===== config.mk =====
export PLATFORM = sky130hd
export DESIGN_NAME = ubx_nav_frame_parser
export DESIGN_NICKNAME = d
export VERILOG_FILES = /design/src/hdl/ubx_nav_pkg.sv /design/src/hdl/ubx_nav_frame_parser.sv
export SDC_FILE = /design/constraint.sdc
export NUM_CORES = 1
export LEC_CHECK = 0
export BUFFER_PORTS_ARGS = -buffer_cell sky130_fd_sc_hd__buf_2
export CORE_MARGIN = 8
export CORE_UTILIZATION = 40
export DETAILED_ROUTE_END_ITERATION = 10
export GPL_TIMING_DRIVEN = 0
export PLACE_DENSITY = 0.62
export SYNTH_ARGS = -nofsm -noshare
export SYNTH_HDL_FRONTEND = slang
export SYNTH_SLANG_ARGS = --single-unit

===== constraint.sdc =====
create_clock -name clk -period 4 [get_ports clk]
set_input_delay 0.2 -clock clk [delete_from_list [all_inputs] [get_ports clk]]
set_output_delay 0.2 -clock clk [all_outputs]
set_load 0.01 [all_outputs]

===== src/hdl/ubx_nav_pkg.sv =====
package ubx_nav_pkg;

  localparam int STORE_BYTES_DEF = 64;

  localparam logic [7:0] SYNC_FIRST_RST  = 8'd181;
  localparam logic [7:0] SYNC_SECOND_RST = 8'd98;
  localparam logic [7:0] CLASS_RST       = 8'd1;
  localparam logic [7:0] MSG_ID_RST      = 8'd6;

  typedef enum logic [1:0] {
    REG_SYNC_FIRST  = 2'd0,
    REG_SYNC_SECOND = 2'd1,
    REG_CLASS       = 2'd2,
    REG_MSG_ID      = 2'd3
  } reg_index_t;

  typedef enum logic [3:0] {
    PH_HUNT  = 4'd0,
    PH_SYNC1 = 4'd1,
    PH_SYNC2 = 4'd2,
    PH_ID    = 4'd3,
    PH_LEN1  = 4'd4,
    PH_LEN2  = 4'd5,
    PH_FILL  = 4'd6,
    PH_CKA   = 4'd7,
    PH_CKB   = 4'd8
  } phase_t;

  typedef struct packed {
    logic       write_enable;
    logic [5:0] write_offset;
    logic [7:0] write_data;
    logic       frame_good;
    logic       frame_error;
    logic       frame_ready;
  } result_t;

endpackage


===== src/hdl/ubx_nav_frame_parser.sv =====
// UBX frame parser with 8-bit Fletcher checksum.
// Input channel (in_valid/in_stall): kind selects a received byte (0) or a
// release of the stored frame (1); data carries the byte.
// Output channel (out_valid/out_stall): one result per request, giving a
// store write (write_enable/offset/data), frame_good, frame_error and the
// ready flag after the request.
// Config channel (cfg_valid/cfg_ready, cfg_index, cfg_data): sync bytes,
// accepted class and wanted id; always ready, write only while idle.
// Throughput: one request per cycle while the output is not stalled; the
// parser state update is a single compare/add step per byte and the result
// goes into an output register.
// A stalled receiver is absorbed by a one-entry skid register: one more
// request is taken while a result waits, then in_stall rises until the
// output drains.
// Reset (rst, synchronous) restores the register defaults, puts the parser
// in sync hunt, clears the ready flag and empties both output registers.
module ubx_nav_frame_parser
  import ubx_nav_pkg::*;
#(
  parameter int STORE_BYTES = STORE_BYTES_DEF
) (
  input  logic       clk,
  input  logic       rst,
  input  logic       in_valid,
  output logic       in_stall,
  input  logic       kind,
  input  logic [7:0] data,
  output logic       out_valid,
  input  logic       out_stall,
  output logic       write_enable,
  output logic [5:0] write_offset,
  output logic [7:0] write_data,
  output logic       frame_good,
  output logic       frame_error,
  output logic       frame_ready,
  input  logic       cfg_valid,
  output logic       cfg_ready,
  input  logic [1:0] cfg_index,
  input  logic [7:0] cfg_data
);

  localparam int PTR_W = $clog2(STORE_BYTES + 1);
  localparam logic [PTR_W-1:0] PTR_LIMIT = PTR_W'(STORE_BYTES);

  logic [7:0] sync_first, sync_second, accepted_class, wanted_id;

  phase_t      phase, phase_next;
  logic [7:0]  sum_a, sum_a_next, sum_b, sum_b_next;
  logic [15:0] bytes_left, bytes_left_next;
  logic [PTR_W-1:0] store_ptr, store_ptr_next;
  logic        frame_wanted, frame_wanted_next;
  logic        skip_store, skip_store_next;
  logic        ready_flag, ready_flag_next;

  result_t res_next, out_res, skid_res;
  logic    skid_valid;
  logic    accept, pop;
  logic [7:0] id_a, len_a, fill_a;
  logic [PTR_W+5:0] ptr_ext;

  assign cfg_ready = 1'b1;
  assign in_stall  = skid_valid;
  assign accept    = in_valid && !skid_valid;
  assign pop       = out_valid && !out_stall;

  always_ff @(posedge clk) begin
    if (rst) begin
      sync_first     <= SYNC_FIRST_RST;
      sync_second    <= SYNC_SECOND_RST;
      accepted_class <= CLASS_RST;
      wanted_id      <= MSG_ID_RST;
    end else if (cfg_valid) begin
      case (reg_index_t'(cfg_index))
        REG_SYNC_FIRST:  sync_first     <= cfg_data;
        REG_SYNC_SECOND: sync_second    <= cfg_data;
        REG_CLASS:       accepted_class <= cfg_data;
        REG_MSG_ID:      wanted_id      <= cfg_data;
        default: ;
      endcase
    end
  end

  assign id_a    = accepted_class + data;
  assign len_a   = sum_a + data;
  assign fill_a  = sum_a + data;
  assign ptr_ext = {6'd0, store_ptr};

  always_comb begin
    phase_next        = phase;
    sum_a_next        = sum_a;
    sum_b_next        = sum_b;
    bytes_left_next   = bytes_left;
    store_ptr_next    = store_ptr;
    frame_wanted_next = frame_wanted;
    skip_store_next   = skip_store;
    ready_flag_next   = ready_flag;
    res_next          = '0;
    if (kind) begin
      ready_flag_next = 1'b0;
    end else begin
      case (phase)
        PH_HUNT: begin
          if (data == sync_first) phase_next = PH_SYNC1;
        end
        PH_SYNC1: begin
          if (data == sync_second) phase_next = PH_SYNC2;
          else if (data != sync_first) phase_next = PH_HUNT;
        end
        PH_SYNC2: begin
          phase_next = (data == accepted_class) ? PH_ID : PH_HUNT;
        end
        PH_ID: begin
          sum_a_next        = id_a;
          sum_b_next        = accepted_class + id_a;
          frame_wanted_next = (data == wanted_id);
          skip_store_next   = (data != wanted_id) || ready_flag;
          store_ptr_next    = '0;
          phase_next        = PH_LEN1;
        end
        PH_LEN1: begin
          bytes_left_next = {8'd0, data};
          sum_a_next      = len_a;
          sum_b_next      = sum_b + len_a;
          phase_next      = PH_LEN2;
        end
        PH_LEN2: begin
          bytes_left_next = {data, bytes_left[7:0]};
          sum_a_next      = len_a;
          sum_b_next      = sum_b + len_a;
          phase_next      = ({data, bytes_left[7:0]} == 16'd0) ? PH_CKA : PH_FILL;
        end
        PH_FILL: begin
          sum_a_next = fill_a;
          sum_b_next = sum_b + fill_a;
          if (!skip_store && store_ptr < PTR_LIMIT) begin
            res_next.write_enable = 1'b1;
            res_next.write_offset = ptr_ext[5:0];
            res_next.write_data   = data;
            store_ptr_next        = store_ptr + 1'b1;
          end
          bytes_left_next = bytes_left - 16'd1;
          if (bytes_left == 16'd1) phase_next = PH_CKA;
        end
        PH_CKA: begin
          if (data == sum_a) begin
            phase_next = PH_CKB;
          end else begin
            res_next.frame_error = 1'b1;
            phase_next           = PH_HUNT;
          end
        end
        PH_CKB: begin
          if (data == sum_b) begin
            if (frame_wanted && !skip_store) begin
              res_next.frame_good = 1'b1;
              ready_flag_next     = 1'b1;
            end
          end else begin
            res_next.frame_error = 1'b1;
          end
          phase_next = PH_HUNT;
        end
        default: phase_next = PH_HUNT;
      endcase
    end
    res_next.frame_ready = ready_flag_next;
  end

  always_ff @(posedge clk) begin
    if (rst) begin
      phase        <= PH_HUNT;
      sum_a        <= '0;
      sum_b        <= '0;
      bytes_left   <= '0;
      store_ptr    <= '0;
      frame_wanted <= 1'b0;
      skip_store   <= 1'b1;
      ready_flag   <= 1'b0;
    end else if (accept) begin
      phase        <= phase_next;
      sum_a        <= sum_a_next;
      sum_b        <= sum_b_next;
      bytes_left   <= bytes_left_next;
      store_ptr    <= store_ptr_next;
      frame_wanted <= frame_wanted_next;
      skip_store   <= skip_store_next;
      ready_flag   <= ready_flag_next;
    end
  end

  always_ff @(posedge clk) begin
    if (rst) begin
      out_valid  <= 1'b0;
      skid_valid <= 1'b0;
    end else if (!out_valid || pop) begin
      if (skid_valid) begin
        out_valid  <= 1'b1;
        skid_valid <= 1'b0;
      end else begin
        out_valid <= accept;
      end
    end else if (accept) begin
      skid_valid <= 1'b1;
    end
  end

  always_ff @(posedge clk) begin
    if (!out_valid || pop) begin
      if (skid_valid) out_res <= skid_res;
      else if (accept) out_res <= res_next;
    end else if (accept) begin
      skid_res <= res_next;
    end
  end

  assign write_enable = out_res.write_enable;
  assign write_offset = out_res.write_offset;
  assign write_data   = out_res.write_data;
  assign frame_good   = out_res.frame_good;
  assign frame_error  = out_res.frame_error;
  assign frame_ready  = out_res.frame_ready;

endmodule


# Yosys cells after proc, flatten, opt, wreduce, memory -nomap -nowiden
# Index checks and enable logic that the tools add are counted.
# W data, S select, Z words.
dict set report op_classes {
  n_mul 0
  reduce_logical 32
  bitwise 3
  muxes 29
  addsub 6
  eq_ne 24
  n_div 0
  n_shift 0
  order_cmp 1
}
# operator n
set op_table {}
lappend op_table {{$eq A8 B8 Y1} 6}
lappend op_table {{$pmux W16 S3} 1}
lappend op_table {{$mux W18} 2}
lappend op_table {{$add A8 B8 Y8} 4}
lappend op_table {{$pmux W4 S8} 1}
lappend op_table {{$pmux W8 S2} 2}
lappend op_table {{$mux W15} 2}
lappend op_table {{$mux W4} 5}
lappend op_table {{$mux W17} 1}
lappend op_table {{$eq A16 B1 Y1 const B} 1}
lappend op_table {{$eq A4 B3 Y1 const B} 4}
lappend op_table {{$logic_not A16 Y1} 1}
lappend op_table {{$ne A8 B8 Y1} 2}
lappend op_table {{$sub A16 B1 Y16 const B} 1}
lappend op_table {{$pmux W7 S2} 1}
lappend op_table {{$reduce_and A2 Y1} 6}
lappend op_table {{$mux W1} 11}
lappend op_table {{$reduce_and A3 Y1} 3}
lappend op_table {{$eq A4 B2 Y1 const B} 2}
lappend op_table {{$reduce_and A4 Y1} 2}
lappend op_table {{$reduce_bool A2 Y1} 4}
lappend op_table {{$add A7 B1 Y7 const B} 1}
lappend op_table {{$lt A7 B7 Y1 const B} 1}
lappend op_table {{$mux W7} 1}
lappend op_table {{other kinds (18)} 30}
dict set report totals {
  latchBits 0
  mem_bits_rw 0
  output_inout_bits 21
  in_bits 24
  ff_bits 116
  mem_count 0
  romBits 0
}

# Longest topological paths before layout
# Gate-level depths: netlist of the first run.
dict set report logic_depth {
  word_depth 8
  depth_mapped 14
  depth_no_buf 14
}

# Worst setup path before layout of the first run
# Ideal clock, no wire load.
dict set report synth_path {
  kind {register to register}
  from {register accepted_class[0]}
  to {register sum_b[7]}
  path_buffers 0
  synth_period_minus_slack_ns 3.012
  arrival_ns 2.933
  t_required_ns 3.920
  setup_time_ns 0.080
  path_stages_with_launch 14
  setup_slack_ns 0.988
  path_cell_list {dfxtp_1 ha_1 fa_1 a21o_1 a21oi_1 xnor2_1 ha_1 nand3_1 o211ai_1 or4_1 o21ai_0 xor3_1 a21o_1 nor3b_1}
}
dict set report synth_via {
  elab_chain_cells 3
}
# element line_no
set synth_lines {}
lappend synth_lines {{from (decl)} ubx_nav_frame_parser.sv:45} ;# logic [7:0] sync_first, sync_second, accepted_class, wanted_id;
lappend synth_lines {{from (signal assigned)} ubx_nav_frame_parser.sv:76} ;# REG_CLASS: accepted_class <= cfg_data;
lappend synth_lines {{$add A8 B8 Y8} ubx_nav_frame_parser.sv:83} ;# assign id_a = accepted_class + data;
lappend synth_lines {{$add A8 B8 Y8 *} ubx_nav_frame_parser.sv:114} ;# sum_b_next = accepted_class + id_a;
lappend synth_lines {{$pmux W8 S2 *} ubx_nav_frame_parser.sv:101} ;# case (phase)
lappend synth_lines {{to (signal assigned)} ubx_nav_frame_parser.sv:182} ;# sum_b <= sum_b_next;
lappend synth_lines {{to (decl)} ubx_nav_frame_parser.sv:48} ;# logic [7:0] sum_a, sum_a_next, sum_b, sum_b_next;
# Mark *: on every way between the ends. The rest lies on a longest branch, timed or not.
# A chain may end at the register's enable or synchronous reset.

# Worst setup path after layout of the first run
# Same ends and word-level chain as after synthesis.

==> impl_metrics.toml, run 1 <==
[status]
status = "completed"

[routing]
route.detailed.drc = 0
dr.pass1.iters = 5
vias_per_cell = 5.31
num_vias = 5485
wl_per_cell_um = 16.8
antenna_left = 0
first_iter_violations = 378
wirelength_um = 17400

[power]
p_leak_nw = 2.97
power_density_nw_per_um2 = 398
ir_drop_mv = 0.294

[clock_tree]
insertion_delay_ns = 0.42
clock_sinks = 116
ctsRootBufferMaster = "clkbuf_16"
htreeDepth = 4
clk_pin_slew_ns = 0.06
clockBufferDepth = 2
cts_resized = 0
cts_hold_buf = 0
cts_tree = "yes"
numCtsBuffers = 17
cts_setup_buffers = 0

[critical_path]
reg2reg_depth = 13
setup.worst_path.start_class = "register"
slowest_stage = "or4_1"
cpLargestDelayFamily = "adder cells"
crit_chain = "ha_1 > fa_1 > a21o_1 > a21oi_1 > xnor2_1 > ha_1 > nand3_1 > o211ai_1 > or4_1 > o21ai_0 > xor3_1 > a21o_1 > nor3b_1"
path_class = "reg2reg"
crit_fanout = 5
max_stage_delay_ns = 0.42
reg2reg_to = "sum_b[7]$_SDFFE_PP0P_"
reg2reg_slack_ns = 0.58
critical_path_arrival_ns = 3.76
worst-path-buf-inv = 0
worst_setup_path_end_kind = "register"
rr_startpoint = "accepted_class[0]$_SDFFE_PP1P_"
required_ns = 4.34

[min_path]
hold_start = "cfg_data[4]"
whs_endpoint = "sync_first[4]$_SDFFE_PP1P_"
min_delay_path_depth = 2
hold_path.class = "in2reg"

[sta]
worst_pin_slew_ns = 0.915
setup_viol = 0
period_share_pct = 85.5
finalHoldViolCount = 0
final.setup_skew_ns = 0.0112
max_freq_mhz = 292
fin_crit_ns = 3.42
final-max-slew-violation-count = 0
hold_slack_ns = 0.0559
finalSetupTns_ns = 0
rsz0062_at_grt = "false"
relSlewSlack_pct = 39.0

[global_route]
grt_max_degree = 19
grt_use_total_pct = 16.7
grt_pass1_wl_um = 28100
antenna_found_initial = 1
grt_pass1_vias = 5288
overflow = 0

[floorplan]
core-area_um2 = 16400
ioPinCount = 45
std_cell_rows = 47
start_util_pct = 40.6
dieArea_um2 = 21000
fp.dieH_um = 145
die_x_um = 145

[logic_synthesis]
synthArstFlopShare_pct = 0
netlist.area_leader.share_pct = 24.1
synth-seq-cells = 116
yosys_warnings = 0
yosysSeqAreaShare_pct = 40.3
syn_area_um2 = 6660
syn-instance-count = 739
synth-edff-count = 36
yosys-top-cells-area = "dfxtp_1 (24%), edfxtp_1 (16%), ha_1 (6.4%), nand2_1 (6.0%), xnor2_1 (5.4%)"
ys_types = 62
avgSynthCellArea_um2 = 9.01
synth_ff_type = "dfxtp_1"
synth_top_area_cell = "dfxtp_1"
synth_nets = 801

[finish]
design_area_um2 = 7740
n_fill_cell = 1584
final_core_utilization_pct = 47.2
area_growth_pct = 16.3
seqCellArea_um2 = 2680
multi_input_area_um2 = 3760
drive_gt1_share_pct = 14.3
nNetsFinal = 862
finalNonFillerCells = 1033
diodes = 0

[place]
io_buffers = 42
hpwl_um = 12600
placed_area_um2 = 7150
dp_cells = 1001
place_congestion = 0.838

[flow_run]
max_cap_violations = 0
[stage by stage]
stage | setup WS, ns | power, mW
6_report | 0.580 | 3.08
2_1_floorplan | 0.988 | 1.47
5_1_grt | 0.353 | 3.18
4_1_cts | 0.570 | 3.10
3_3_place_gp | 0.605 | 1.56
3_5_place_dp | 0.594 | 1.57
[routing by layer]
| layer | wire length, µm | GRT usage, % |
|---|---|---|
| met1 | 8170 | 21.3 |
| met2 | 7700 | 26.4 |
| met3 | 1160 | 4.88 |
| met4 | 327 | 5.84 |
| met5 | 0 | 0 |
[synth_stat cells (all sizes together), types with 5 or more instances]
cell	number
xor2	24
nand2	106
mux2	16
or3	9
a311oi	10
o211ai	5
buf	12
inv	14
nor3	24
nand3	12
and2	15
clkbuf	27
nor4	12
a21oi	69
nand2b	6
o21ai	24
a211o	5
a21o	7
nand3b	6
xnor2	41
edfxtp	36
nor2	60
ha	34
a211oi	7
nor2b	10
dfxtp	80
nand4	12
[final cells by class]
type	count	area share (%)
Tap cell	220	3.55
Sequential cell	116	34.6
Multi-Input combinational cell	570	48.6
Clock buffer	17	5.49
Inverter	14	0.679
Timing Repair Buffer	42	2.71
Buffer	39	2.12
Clock inverter	15	2.18
[placed cells by master, fill, tap and decap left out, types with 24 or more instances in the layout]
| master | instances |
|---|---|
| nor2_1 | 60 |
| edfxtp_1 | 36 |
| buf_2 | 53 |
| nand2_1 | 106 |
| o21ai_0 | 24 |
| ha_1 | 34 |
| a21oi_1 | 68 |
| dfxtp_1 | 80 |
| xor2_1 | 24 |
| clkbuf_1 | 27 |
| xnor2_1 | 41 |
[kinds of logic after synthesis]
kind of cell | Yosys count | share of synthesized area (%)
AOI/OAI and AO/OA | 152 | 14.1
xor gates and xnor gates | 66 | 8.91
adders and majority gates | 38 | 7.59
buffers and inverters | 53 | 3.25
DFF | 116 | 40.3
muxes | 20 | 3.31
other | 1 | 0.0563
and+or+nand+nor | 293 | 22.5
[worst max path at each step]
stage               slack (ns)                            from  cells past startpoint                    end
floorplan                 0.99  accepted_class[0]$_SDFFE_PP1P_                     13  sum_b[7]$_SDFFE_PP0P_
global placement          0.61  accepted_class[0]$_SDFFE_PP1P_                     13  sum_b[7]$_SDFFE_PP0P_
detailed placement        0.59  accepted_class[0]$_SDFFE_PP1P_                     13  sum_b[7]$_SDFFE_PP0P_
CTS                       0.57  accepted_class[0]$_SDFFE_PP1P_                     13  sum_b[7]$_SDFFE_PP0P_
global route              0.35  accepted_class[0]$_SDFFE_PP1P_                     13  sum_b[7]$_SDFFE_PP0P_
finish                    0.58  accepted_class[0]$_SDFFE_PP1P_                     13  sum_b[7]$_SDFFE_PP0P_
[power by group]
group / switching (mW) / total [mW] / internal, mW
logic: 0.179 / 0.290 / 0.111
registers: 0.0132 / 1.25 / 1.24
clock network: 0.607 / 1.54 / 0.932
total: 0.799 / 3.08 / 2.28
[sequential cells by signal (all words and copies together) (netlist names)]
register,count
accepted_class,8
bytes_left,16
frame_error,1
frame_good,1
frame_ready,1
frame_wanted,1
in_stall,1
out_valid,1
phase,4
ready_flag,1
skid_res,18
skip_store,1
store_ptr,7
sum_a,8
sum_b,8
sync_first,8
sync_second,8
wanted_id,8
write_data,8
write_enable,1
write_offset,6
Note: power is estimated with default switching activity, not from simulation.
==> run 2, diff against run 1 <==
Settings changed: PLACE_DENSITY 0.62 to default, PLACE_DENSITY_LB_ADDON from default to 0.12.
==> impl_metrics.toml, run 2 (synthesis gave the netlist of run 1 again) <==
[clock_tree]
cts_setup_buffers = 0
cts_resized = 0
cts_hold_buf = 0
clock_sinks = 116
cts_tree = "yes"
clk_pin_slew_ns = 0.06
htreeDepth = 4
ctsRootBufferMaster = "clkbuf_16"
numCtsBuffers = 17
insertion_delay_ns = 0.42
clockBufferDepth = 2

[floorplan]
die_x_um = 145
ioPinCount = 45
start_util_pct = 40.6
dieArea_um2 = 21000
std_cell_rows = 47
fp.dieH_um = 145
core-area_um2 = 16400

[critical_path]
rr_startpoint = "accepted_class[0]$_SDFFE_PP1P_"
reg2reg_to = "sum_b[7]$_SDFFE_PP0P_"
required_ns = 4.33
reg2reg_slack_ns = 0.44
crit_fanout = 5
crit_start = "accepted_class[0]$_SDFFE_PP1P_"
crit_end = "sum_b[7]$_SDFFE_PP0P_"
reg2reg_depth = 13
critical_path_arrival_ns = 3.89
worst_setup_path_end_kind = "register"
setup.worst_path.start_class = "register"
path_class = "reg2reg"

[routing]
num_vias = 5583
vias_per_cell = 5.40
wl_per_cell_um = 17.8
antenna_left = 0
route.detailed.drc = 0
dr.pass1.iters = 4
first_iter_violations = 329
wirelength_um = 18400

[sta]
period_share_pct = 89.1
fin_crit_ns = 3.56
finalSetupTns_ns = 0
rsz0062_at_grt = "false"
setup_viol = 0
final-max-slew-violation-count = 0
finalHoldViolCount = 0
final.setup_skew_ns = 0.00697
worst_pin_slew_ns = 0.927
relSlewSlack_pct = 38.2
max_freq_mhz = 281

[power]
ir_drop_mv = 0.320
p_comb_share_pct = 9.6
p_leak_nw = 2.97
swShare_pct = 26.4
p_total_mw = 3.10
p_seq_share_pct = 40.4
power.switching_mw = 0.817
p_int_mw = 2.28
power_density_nw_per_um2 = 400
pwr-share-clk_pct = 50.0

[place]
placed_area_um2 = 7150
place_congestion = 0.891
io_buffers = 42
hpwl_um = 13600
dp_cells = 1001

[global_route]
overflow = 0
antenna_found_initial = 0
grt_pass1_wl_um = 29700
grt_pass1_vias = 5616
grt_max_degree = 19
grt_use_total_pct = 17.7

[min_path]
hold_path.class = "in2reg"

[finish]
nNetsFinal = 862
largest_reg_flops = 18
n_fill_cell = 1618
top_register = "skid_res"
area_growth_pct = 16.3
design_area_um2 = 7740
finalNonFillerCells = 1033
layout.cells.most_common = "nand2_1"
diodes = 0
final_cell_mix = "nand2_1 (106), dfxtp_1 (80), a21oi_1 (68)"
reg.largest.list = "skid_res: 18 flops, bytes_left: 16 flops"
multi_input_area_um2 = 3760
seqCellArea_um2 = 2680
drive_gt1_share_pct = 14.4

[flow_run]
max_cap_violations = 0

[status]
status = "completed"
run 2: cell count changes in the layout (fill, tap and decap cells not counted):
cell	before	now
clkinv_1	1	0
clkinvlp_4	2	1
clkinv_2	0	2
run 2: worst min-delay path by stage:
stage / startpoint / end / slack (ns) / cells past startpoint
final: cfg_data[7] / sync_first[7]$_SDFFE_PP1P_ / 0.05 / 2
after global routing: cfg_data[7] / sync_first[7]$_SDFFE_PP1P_ / 0.07 / 2
after CTS: cfg_data[7] / sync_first[7]$_SDFFE_PP1P_ / 0.04 / 2
after detailed placement: frame_wanted$_SDFFE_PP0P_ / frame_wanted$_SDFFE_PP0P_ / 0.45 / 2
after global placement: frame_wanted$_SDFFE_PP0P_ / frame_wanted$_SDFFE_PP0P_ / 0.45 / 2
after floorplan: cfg_data[0] / sync_first[0]$_SDFFE_PP1P_ / 0.32 / 1
run 2: through the flow:
stage / setup slack (ns) / hold slack, ns / util (%)
after CTS: 0.488 / 0.0450 / 47.2
after floorplan: 0.988 / 0.318 / -
after detailed placement: 0.535 / 0.445 / 43.6
after global placement: 0.638 / 0.450 / 43.5
after global routing: 0.274 / 0.0715 / 47.2
final: 0.437 / 0.0485 / 47.2
run 2: critical path: stages (launching register included):
cell and delay [ns]:
dfxtp_1 0.35, ha_1 0.22, fa_1 0.40, a21o_1 0.17, a21oi_1 0.25, xnor2_1 0.21, ha_1 0.35, nand2_1 0.10
o211ai_1 0.17, or4_1 0.43, o21ai_0 0.10, xor3_1 0.30, a21o_1 0.19, nor3b_1 0.22
run 2: layer usage:
layer / track usage (%) / vias up / part of all wire (%) / routed length (µm)
met1: 22.6 / 2658 / 47 / 8700
li1: - / 2749 / - / -
met2: 28.2 / 141 / 45 / 8300
met4: 7.89 / 0 / 2.4 / 441
met3: 3.95 / 35 / 5.2 / 966
met5: 0 / - / 0 / 0
run 2: power by group through the flow:
stage          Combinational (mW)  Clock (mW)  Sequential (mW)
6_report                    0.297        1.55             1.25
5_1_grt                     0.327        1.62             1.26
4_1_cts                     0.297        1.57             1.25
3_5_place_dp                0.296           0             1.28
3_3_place_gp                0.290           0             1.28
2_1_floorplan               0.185           0             1.28
run 2: layout make-up:
type,instances,area share [%]
Multi-Input combinational cell,570,48.6
Sequential cell,116,34.6
Clock buffer,17,5.49
Tap cell,220,3.56
Timing Repair Buffer,42,2.71
Clock inverter,15,2.17
Buffer,39,2.12
Inverter,14,0.679
